===== config.mk =====
export PLATFORM = sky130hd
export DESIGN_NAME = trimmed_mean_window_filter
export DESIGN_NICKNAME = d
export VERILOG_FILES = /design/src/design/tmw_pkg.sv /design/src/design/tmw_cell.sv /design/src/design/tmw_reduce_stage.sv /design/src/design/tmw_divide.sv /design/src/design/trimmed_mean_window_filter.sv
export SDC_FILE = /design/constraint.sdc
export NUM_CORES = 1
export LEC_CHECK = 0
export BUFFER_PORTS_ARGS = -buffer_cell sky130_fd_sc_hd__buf_2
export CAP_MARGIN = 30
export CELL_PAD_IN_SITES_DETAIL_PLACEMENT = 0
export CELL_PAD_IN_SITES_GLOBAL_PLACEMENT = 2
export CORE_MARGIN = 2
export CORE_UTILIZATION = 25
export DETAILED_ROUTE_END_ITERATION = 12
export PLACE_DENSITY_LB_ADDON = 0.2
export SYNTH_ARGS = -nofsm -noshare
export SYNTH_HDL_FRONTEND = slang
export SYNTH_SLANG_ARGS = --single-unit
export TNS_END_PERCENT = 100

===== constraint.sdc =====
create_clock -name clk -period 16.2 [get_ports clk]
set_input_delay 0.81 -clock clk [delete_from_list [all_inputs] [get_ports clk]]
set_output_delay 0.81 -clock clk [all_outputs]
set_load 0.02 [all_outputs]

===== src/design/tmw_pkg.sv =====
// ----------------------------------------------------------------------------
// Trimmed-mean window filter package
// Sample width and the control record that travels with each pipeline stage.
// ----------------------------------------------------------------------------
package tmw_pkg;

	localparam int SAMPLE_W = 16;

	// Per-stage control: item present, and oldest window slot was nonzero
	typedef struct packed {
		logic valid;
		logic full;
	} stage_ctl_t;

endpackage


===== src/design/tmw_cell.sv =====
// ----------------------------------------------------------------------------
// Window cell
// One slot of the sample window; takes its neighbor's value on each shift.
// ----------------------------------------------------------------------------
module tmw_cell
	import tmw_pkg::*;
(
	input  logic                clk,
	input  logic                arst_n,
	input  logic                shift,
	input  logic [SAMPLE_W-1:0] d,
	output logic [SAMPLE_W-1:0] q
);

	logic [SAMPLE_W-1:0] slot_q;

	always_ff @(posedge clk or negedge arst_n) begin
		if (!arst_n) begin
			slot_q <= '0;
		end else if (shift) begin
			slot_q <= d;
		end
	end

	assign q = slot_q;

endmodule


===== src/design/tmw_reduce_stage.sv =====
// ----------------------------------------------------------------------------
// Reduction stage
// One registered level of the sum / max / min tree: combines node pairs.
// ----------------------------------------------------------------------------
module tmw_reduce_stage
	import tmw_pkg::*;
#(
	parameter int N_IN  = 8,
	parameter int SUM_W = 19
) (
	input  logic                clk,
	input  logic                arst_n,
	input  logic                en,
	input  stage_ctl_t          ctl_in,
	input  logic [SUM_W-1:0]    sum_in [0:N_IN-1],
	input  logic [SAMPLE_W-1:0] max_in [0:N_IN-1],
	input  logic [SAMPLE_W-1:0] min_in [0:N_IN-1],
	output stage_ctl_t          ctl_out,
	output logic [SUM_W-1:0]    sum_out [0:N_IN/2-1],
	output logic [SAMPLE_W-1:0] max_out [0:N_IN/2-1],
	output logic [SAMPLE_W-1:0] min_out [0:N_IN/2-1]
);

	localparam int N_OUT = N_IN / 2;

	stage_ctl_t          ctl_q;
	logic [SUM_W-1:0]    sum_q [0:N_OUT-1];
	logic [SAMPLE_W-1:0] max_q [0:N_OUT-1];
	logic [SAMPLE_W-1:0] min_q [0:N_OUT-1];

	always_ff @(posedge clk or negedge arst_n) begin
		if (!arst_n) begin
			ctl_q <= '0;
		end else if (en) begin
			ctl_q <= ctl_in;
		end
	end

	always_ff @(posedge clk) begin
		if (en) begin
			for (int i = 0; i < N_OUT; i++) begin
				sum_q[i] <= sum_in[2*i] + sum_in[2*i+1];
				max_q[i] <= (max_in[2*i] > max_in[2*i+1]) ? max_in[2*i] : max_in[2*i+1];
				min_q[i] <= (min_in[2*i] < min_in[2*i+1]) ? min_in[2*i] : min_in[2*i+1];
			end
		end
	end

	assign ctl_out = ctl_q;
	assign sum_out = sum_q;
	assign max_out = max_q;
	assign min_out = min_q;

endmodule


===== src/design/tmw_divide.sv =====
// ----------------------------------------------------------------------------
// Trim and divide
// Removes max and min from the sum, then divides by a constant through an
// exact reciprocal multiply. The second register is the output register.
// ----------------------------------------------------------------------------
module tmw_divide
	import tmw_pkg::*;
#(
	parameter int DIV   = 5,
	parameter int SUM_W = 19
) (
	input  logic                clk,
	input  logic                arst_n,
	input  logic                en,
	input  stage_ctl_t          ctl_in,
	input  logic [SUM_W-1:0]    sum_in,
	input  logic [SAMPLE_W-1:0] max_in,
	input  logic [SAMPLE_W-1:0] min_in,
	output stage_ctl_t          ctl_out,
	output logic [SAMPLE_W-1:0] quotient
);

	// Round-up reciprocal with SUM_W + clog2(DIV) fraction bits is exact
	// for every dividend below 2**SUM_W.
	localparam int SH    = SUM_W + $clog2(DIV);
	localparam int MW    = SH + 1;
	localparam int PW    = SUM_W + MW;
	localparam logic [MW-1:0] RECIP = MW'(((longint'(1) << SH) + DIV - 1) / DIV);

	stage_ctl_t       ctl_s1;
	logic [SUM_W-1:0] trim_s1;
	stage_ctl_t       ctl_s2;
	logic [PW-1:0]    prod_s2;

	always_ff @(posedge clk or negedge arst_n) begin
		if (!arst_n) begin
			ctl_s1 <= '0;
			ctl_s2 <= '0;
		end else if (en) begin
			ctl_s1 <= ctl_in;
			ctl_s2 <= ctl_s1;
		end
	end

	always_ff @(posedge clk) begin
		if (en) begin
			trim_s1 <= sum_in - SUM_W'(max_in) - SUM_W'(min_in);
			prod_s2 <= PW'(trim_s1) * PW'(RECIP);
		end
	end

	assign ctl_out  = ctl_s2;
	// Hold zero while the oldest window slot of this result was zero
	assign quotient = ctl_s2.full ? prod_s2[SH +: SAMPLE_W] : '0;

endmodule


===== src/design/trimmed_mean_window_filter.sv =====
// ----------------------------------------------------------------------------
// Trimmed-mean window filter
// Moving window of samples reduced to the mean without its max and min.
// ----------------------------------------------------------------------------
// Takes one sample per cycle and returns one result per sample, in order.
// Samples shift through a row of WINDOW cells; the window is reduced by a
// registered pairwise sum/max/min tree of clog2(WINDOW) levels, followed by
// a trim stage and a reciprocal multiply by 1/(WINDOW-2). Each taken sample
// passes the window cells, each tree level, then the trim and output registers.
// The whole pipeline holds while a result waits on result_ready,
// so sample_ready follows result_ready whenever the output register is full.
// ready_res is low and trimmed_mean is zero while the oldest slot is zero.
// ----------------------------------------------------------------------------
module trimmed_mean_window_filter
	import tmw_pkg::*;
#(
	parameter int WINDOW = 7
) (
	input  logic                clk,
	input  logic                arst_n,
	input  logic                sample_valid,
	output logic                sample_ready,
	input  logic [SAMPLE_W-1:0] sample,
	output logic                result_valid,
	input  logic                result_ready,
	output logic [SAMPLE_W-1:0] trimmed_mean,
	output logic                ready_res
);

	localparam int LEVELS = $clog2(WINDOW);
	localparam int LEAVES = 1 << LEVELS;
	localparam int SUM_W  = SAMPLE_W + $clog2(WINDOW);

	logic                advance;
	logic                take;
	logic                win_valid_q;
	logic [SAMPLE_W-1:0] slot [0:WINDOW-1];

	logic [SUM_W-1:0]    sum_n [1:2*LEAVES-1];
	logic [SAMPLE_W-1:0] max_n [1:2*LEAVES-1];
	logic [SAMPLE_W-1:0] min_n [1:2*LEAVES-1];
	stage_ctl_t          ctl_n [0:LEVELS];
	stage_ctl_t          ctl_out;

	assign advance      = !result_valid || result_ready;
	assign sample_ready = advance;
	assign take         = sample_valid && sample_ready;

	always_ff @(posedge clk or negedge arst_n) begin
		if (!arst_n) begin
			win_valid_q <= 1'b0;
		end else if (advance) begin
			win_valid_q <= take;
		end
	end

	for (genvar k = 0; k < WINDOW; k++) begin : g_cell
		tmw_cell u_cell (
			.clk    (clk),
			.arst_n (arst_n),
			.shift  (take),
			.d      ((k == 0) ? sample : slot[(k == 0) ? 0 : k-1]),
			.q      (slot[k])
		);
	end

	// Leaves: window slots, padded with neutral entries
	for (genvar k = 0; k < LEAVES; k++) begin : g_leaf
		if (k < WINDOW) begin : g_slot
			assign sum_n[LEAVES+k] = SUM_W'(slot[k]);
			assign max_n[LEAVES+k] = slot[k];
			assign min_n[LEAVES+k] = slot[k];
		end else begin : g_pad
			assign sum_n[LEAVES+k] = '0;
			assign max_n[LEAVES+k] = '0;
			assign min_n[LEAVES+k] = '1;
		end
	end

	assign ctl_n[0] = '{valid: win_valid_q, full: (slot[WINDOW-1] != '0)};

	for (genvar lv = 1; lv <= LEVELS; lv++) begin : g_level
		localparam int N_OUT = LEAVES >> lv;
		tmw_reduce_stage #(
			.N_IN  (2*N_OUT),
			.SUM_W (SUM_W)
		) u_stage (
			.clk     (clk),
			.arst_n  (arst_n),
			.en      (advance),
			.ctl_in  (ctl_n[lv-1]),
			.sum_in  (sum_n[2*N_OUT +: 2*N_OUT]),
			.max_in  (max_n[2*N_OUT +: 2*N_OUT]),
			.min_in  (min_n[2*N_OUT +: 2*N_OUT]),
			.ctl_out (ctl_n[lv]),
			.sum_out (sum_n[N_OUT +: N_OUT]),
			.max_out (max_n[N_OUT +: N_OUT]),
			.min_out (min_n[N_OUT +: N_OUT])
		);
	end

	tmw_divide #(
		.DIV   (WINDOW - 2),
		.SUM_W (SUM_W)
	) u_divide (
		.clk      (clk),
		.arst_n   (arst_n),
		.en       (advance),
		.ctl_in   (ctl_n[LEVELS]),
		.sum_in   (sum_n[1]),
		.max_in   (max_n[1]),
		.min_in   (min_n[1]),
		.ctl_out  (ctl_out),
		.quotient (trimmed_mean)
	);

	assign result_valid = ctl_out.valid;
	assign ready_res    = ctl_out.full;

endmodule

==> results.txt <==
----------------------------------------------------
[Finish]
  Area added between synthesis and finish ... 13.8%
  Fraction of layout instances using a drive strength above 1 ... 13.7%
  Fin nets ... 3,384
  Top library cells by usage in the layout, fill and taps aside ... sky130_fd_sc_hd__inv_1 (447), sky130_fd_sc_hd__ha_1 (393), sky130_fd_sc_hd__edfxtp_1 (381)
  Post-route cell area ... 37,300 µm²
  Antenna diodes ... 0
  Fillers ... 13,500
  Fraction of the core area covered by cells at the end of the flow ... 28.7%
  Commonest non-fill, non-tap cell in the layout ... sky130_fd_sc_hd__inv_1

[Timing]
  Minimum clock period after layout ... 6.19 ns
  Max Fclk ... 0.162 GHz
  Max Transition Viols Final ... 0
  Max_slew headroom ... 34.5%
  Setup skew after layout ... 0.0324 ns
  Hold Fails Final Rpt ... 0
  Unrepaired setup endpoints after global routing ... no
  Worst path setup slack after routing ... 10.01 ns
  Final-report setup violation count ... 0
  Part of the cycle the worst path needs ... 38.2%
  Worst Max-Slew Pin Slew ... 0.983 ns
  Total negative setup slack ... 0 ns

[Logic synthesis]
  Gate count after technology mapping ... 2,802
  Net count of the mapped netlist ... 3,335
  Average cell area after synthesis ... 11.7 µm²
  Most common flop cell mapped by yosys ... sky130_fd_sc_hd__edfxtp_1
  Proportion of synthesized flip-flops having asynchronous set or reset ... 24.4%
  Synth Register Bits ... 504
  Post-synth design cell area ... 32,800 µm²
  Number of enable flip-flop cells after synthesis ... 381
  Number of distinct library cells after synthesis ... 76
  Share of the yosys chip area belonging to registers ... 44.3%
  Number of warnings printed during yosys synthesis ... 0

[Detailed routing]
  Number of design rule violations left after detail routing ... 0
  Number of optimization iterations in the first detailed-route pass ... 5
  Routed via count ... 20,100
  Average wire length per cell after detail routing ... 18.6 µm
  DRT Wirelength ... 86,400 µm
  Number of nets still failing antenna checks after routing ... 0
  Vias per Instance ... 4.32
  Iteration-0 DRC count of the detailed router ... 1,038

[Place]
  Pre-CTS worst setup slack ... 9.99 ns
  Instance area after placement ... 35,000 µm²
  # port buffers ... 38
  DP HPWL ... 67,700 µm
  Routability congestion estimate ... 0.814

[Clock tree]
  Clock tree sinks ... 504
  Worst-case clock buffer depth ... 3
  Total of hold buffers inserted after clock tree synthesis ... 0
  Maximum level of the CTS H-tree ... 3
  TritonCTS clock tree ... yes
  Later-pin clock latency in the skew report ... 0.64 ns
  Register clock-pin slew on the reported worst setup and hold paths ... 0.07 ns
  Post_cts resized ... 0
  Number of buffers created by CTS ... 68
  Post-CTS setup buffers ... 0
  Clock root buffer master ... sky130_fd_sc_hd__clkbuf_16

[Floorplan]
  Chip Width ... 366 µm
  Placement Rows ... 132
  DIE HEIGHT ... 366 µm
  Initial core utilization ... 25.2%
  Area of the die ... 134,000 µm²
  Area inside the core boundary ... 130,000 µm²
  Total I/O pin count ... 39

[Critical path]
  Register-to-register setup slack ... 10.01 ns
  Worst R2R Path Depth ... 21
  Library cell contributing the largest single delay on the critical path ... sky130_fd_sc_hd__fa_1
  Start of the worst register-to-register path ... u_divide.trim_s1[8]$_DFFE_PN_
  Category of the most critical setup path ... reg -> reg
  Required time reported for the critical path endpoint ... 16.58 ns
  Reg-to-reg endpoint ... u_divide.prod_s2[35]$_DFFE_PN_
  Setup crit end kind ... flop
  Worst setup path start ... u_divide.trim_s1[8]$_DFFE_PN_
  Cell chain of the critical path ... inv_1 > ha_1 > inv_1 > fa_1 > inv_1 > fa_1 > inv_1 > fa_1 > fa_1 > inv_1 > fa_1 > inv_1 > ha_1 > and3_1 > a221o_1 > a211o_1 > a22oi_2 > o211ai_1 > a21oi_1 > o21ai_1 > xor2_1
  Critical path fanouts, max ... 6
  CP dominant cell by count ... sky130_fd_sc_hd__inv_1
  Arrival @ worst endpoint ... 6.57 ns
  Critical path endpoint ... u_divide.prod_s2[35]$_DFFE_PN_
  Slowest stage delay, CP ... 0.57 ns
  Critical Path Start Type ... flop

[Global routing]
  Met2 track demand over resource ... 23.7%
  Pin count of the biggest net entering global routing ... 81
  Via count of the first global-routing pass ... 21,700
  Global-route wire length before repair ... 133,000 µm
  Met1 capacity usage during global routing ... 15.7%
  Antenna violations before repair ... 3
  Final global-route overflow total ... 0
  Global-route usage over all layers ... 13.0%
  Global routing met3 resource utilization ... 1.92%
  Peak-usage layer in the global routing report ... met2

[Status]
  Result of the run ... completed

[Job]
  Max-cap violation count ... 0

[Worst hold path]
  Worst Hold Depth ... 2
  Kind of path behind the tightest hold check ... in -> reg

----------------------------------------------------
## cells by family (layout without fill, tap and decap cells)
logic type / count (synthesis) / count (layout) / share of synthesized area, %
buffers and inverters: 525 / 626 / 6.13
adders and majority gates: 513 / 513 / 22.3
DFF: 504 / 504 / 44.3
AOI/OAI and AO/OA: 495 / 495 / 9.73
and+or+nand+nor: 414 / 414 / 6.26
muxes: 239 / 239 / 8.21
xor gates and xnor gates: 112 / 112 / 3.00
## metrics by stage
step                      std cells  hold WS (ns)
after floorplan                2802         0.430
after global placement         4517         0.445
after detailed placement       4521         0.450
after CTS                      4643         0.261
after global routing           4645         0.355
final                          4645         0.400
## area by class of cell
class                   count  area (µm²)  share of cell area, %
multi-input cells        1773       16300                   43.6
flip-flops and latches    504       14500                   39.0
well taps                1742        2180                   5.85
clock buffers              89        1840                   4.94
inverters                 447        1680                   4.50
clock inverters            33         405                   1.09
repair buffers             57         390                   1.05
## worst min-delay path by stage
stage / slack, ns / startpoint / to
final: 0.40 / sample[6] / g_cell[0].u_cell.q[6]$_DFFE_PN0P_
after detailed placement: 0.45 / u_divide.ctl_s1[1]$_DFFE_PN0N_ / u_divide.ctl_out[1]$_DFFE_PN0N_
after CTS: 0.26 / arst_n / g_cell[1].u_cell.q[2]$_DFFE_PN0P_
after global placement: 0.45 / u_divide.ctl_s1[1]$_DFFE_PN0N_ / u_divide.ctl_out[1]$_DFFE_PN0N_
after floorplan: 0.43 / u_divide.ctl_s1[1]$_DFFE_PN0N_ / u_divide.ctl_out[1]$_DFFE_PN0N_
after global routing: 0.35 / sample[6] / g_cell[0].u_cell.q[6]$_DFFE_PN0P_
## critical path, delay by kind of cell, from the launching register on
family	cells	cell delay, ns
flops	1	0.41
xor+xnor	1	0.14
buf+inv	6	0.38
simple gates	1	0.17
compound gates	6	1.52
fa+ha+maj	7	3.29
## routing by layer
layer,wire length (µm),share of wire [%]
met1,37500,43
met4,2270,2.6
met3,2280,2.6
met2,44300,51
met5,0,0
## synthesized netlist by cell type, types with 4 or more instances
library cell | number | area share [%]
sky130_fd_sc_hd__ha_1 | 393 | 15
sky130_fd_sc_hd__mux2_1 | 20 | 0.69
sky130_fd_sc_hd__clkbuf_1 | 61 | 0.70
sky130_fd_sc_hd__xnor2_1 | 73 | 2.0
sky130_fd_sc_hd__inv_1 | 447 | 5.1
sky130_fd_sc_hd__nor2_1 | 106 | 1.2
sky130_fd_sc_hd__nand2b_1 | 17 | 0.32
sky130_fd_sc_hd__a21o_1 | 56 | 1.3
sky130_fd_sc_hd__o41ai_1 | 4 | 0.11
sky130_fd_sc_hd__o21bai_1 | 28 | 0.64
sky130_fd_sc_hd__nor4_1 | 9 | 0.17
sky130_fd_sc_hd__nand3_1 | 18 | 0.28
sky130_fd_sc_hd__xor2_1 | 39 | 1.0
sky130_fd_sc_hd__nor3_1 | 28 | 0.43
sky130_fd_sc_hd__edfxtp_1 | 381 | 35
sky130_fd_sc_hd__o21ai_0 | 149 | 2.3
sky130_fd_sc_hd__dfrtp_1 | 123 | 9.4
sky130_fd_sc_hd__a211o_1 | 4 | 0.11
sky130_fd_sc_hd__nand4_1 | 37 | 0.71
sky130_fd_sc_hd__a31oi_1 | 7 | 0.13
sky130_fd_sc_hd__mux2_2 | 216 | 7.4
sky130_fd_sc_hd__o311ai_0 | 4 | 0.11
sky130_fd_sc_hd__o21a_1 | 24 | 0.55
sky130_fd_sc_hd__a311oi_1 | 4 | 0.11
sky130_fd_sc_hd__buf_2 | 12 | 0.18
sky130_fd_sc_hd__and3_1 | 9 | 0.17
sky130_fd_sc_hd__a21boi_0 | 4 | 0.092
sky130_fd_sc_hd__fa_1 | 120 | 7.3
sky130_fd_sc_hd__nor2b_1 | 30 | 0.57
sky130_fd_sc_hd__o31a_1 | 6 | 0.16
sky130_fd_sc_hd__nand2_1 | 108 | 1.2
sky130_fd_sc_hd__a211oi_1 | 14 | 0.32
sky130_fd_sc_hd__or2_2 | 6 | 0.11
sky130_fd_sc_hd__or3_1 | 7 | 0.13
sky130_fd_sc_hd__and4_1 | 9 | 0.24
sky130_fd_sc_hd__o21ai_1 | 6 | 0.092
sky130_fd_sc_hd__and2_1 | 17 | 0.32
sky130_fd_sc_hd__a21oi_1 | 132 | 2.0
sky130_fd_sc_hd__o31ai_1 | 11 | 0.25
## flip-flops by register name, indices dropped and copies added (netlist names)
name	flops
g_level.u_stage.min_out	112
g_level.u_stage.ctl_out	6
u_divide.trim_s1	19
g_cell.u_cell.q	112
u_divide.ctl_s1	2
u_divide.ctl_out	2
win_valid_q	1
u_divide.prod_s2	16
g_level.u_stage.sum_out	122
g_level.u_stage.max_out	112
Power is left out: the tool's default activity adds up to more than one toggle a clock period on the data nets, which glitch-free logic cannot reach.
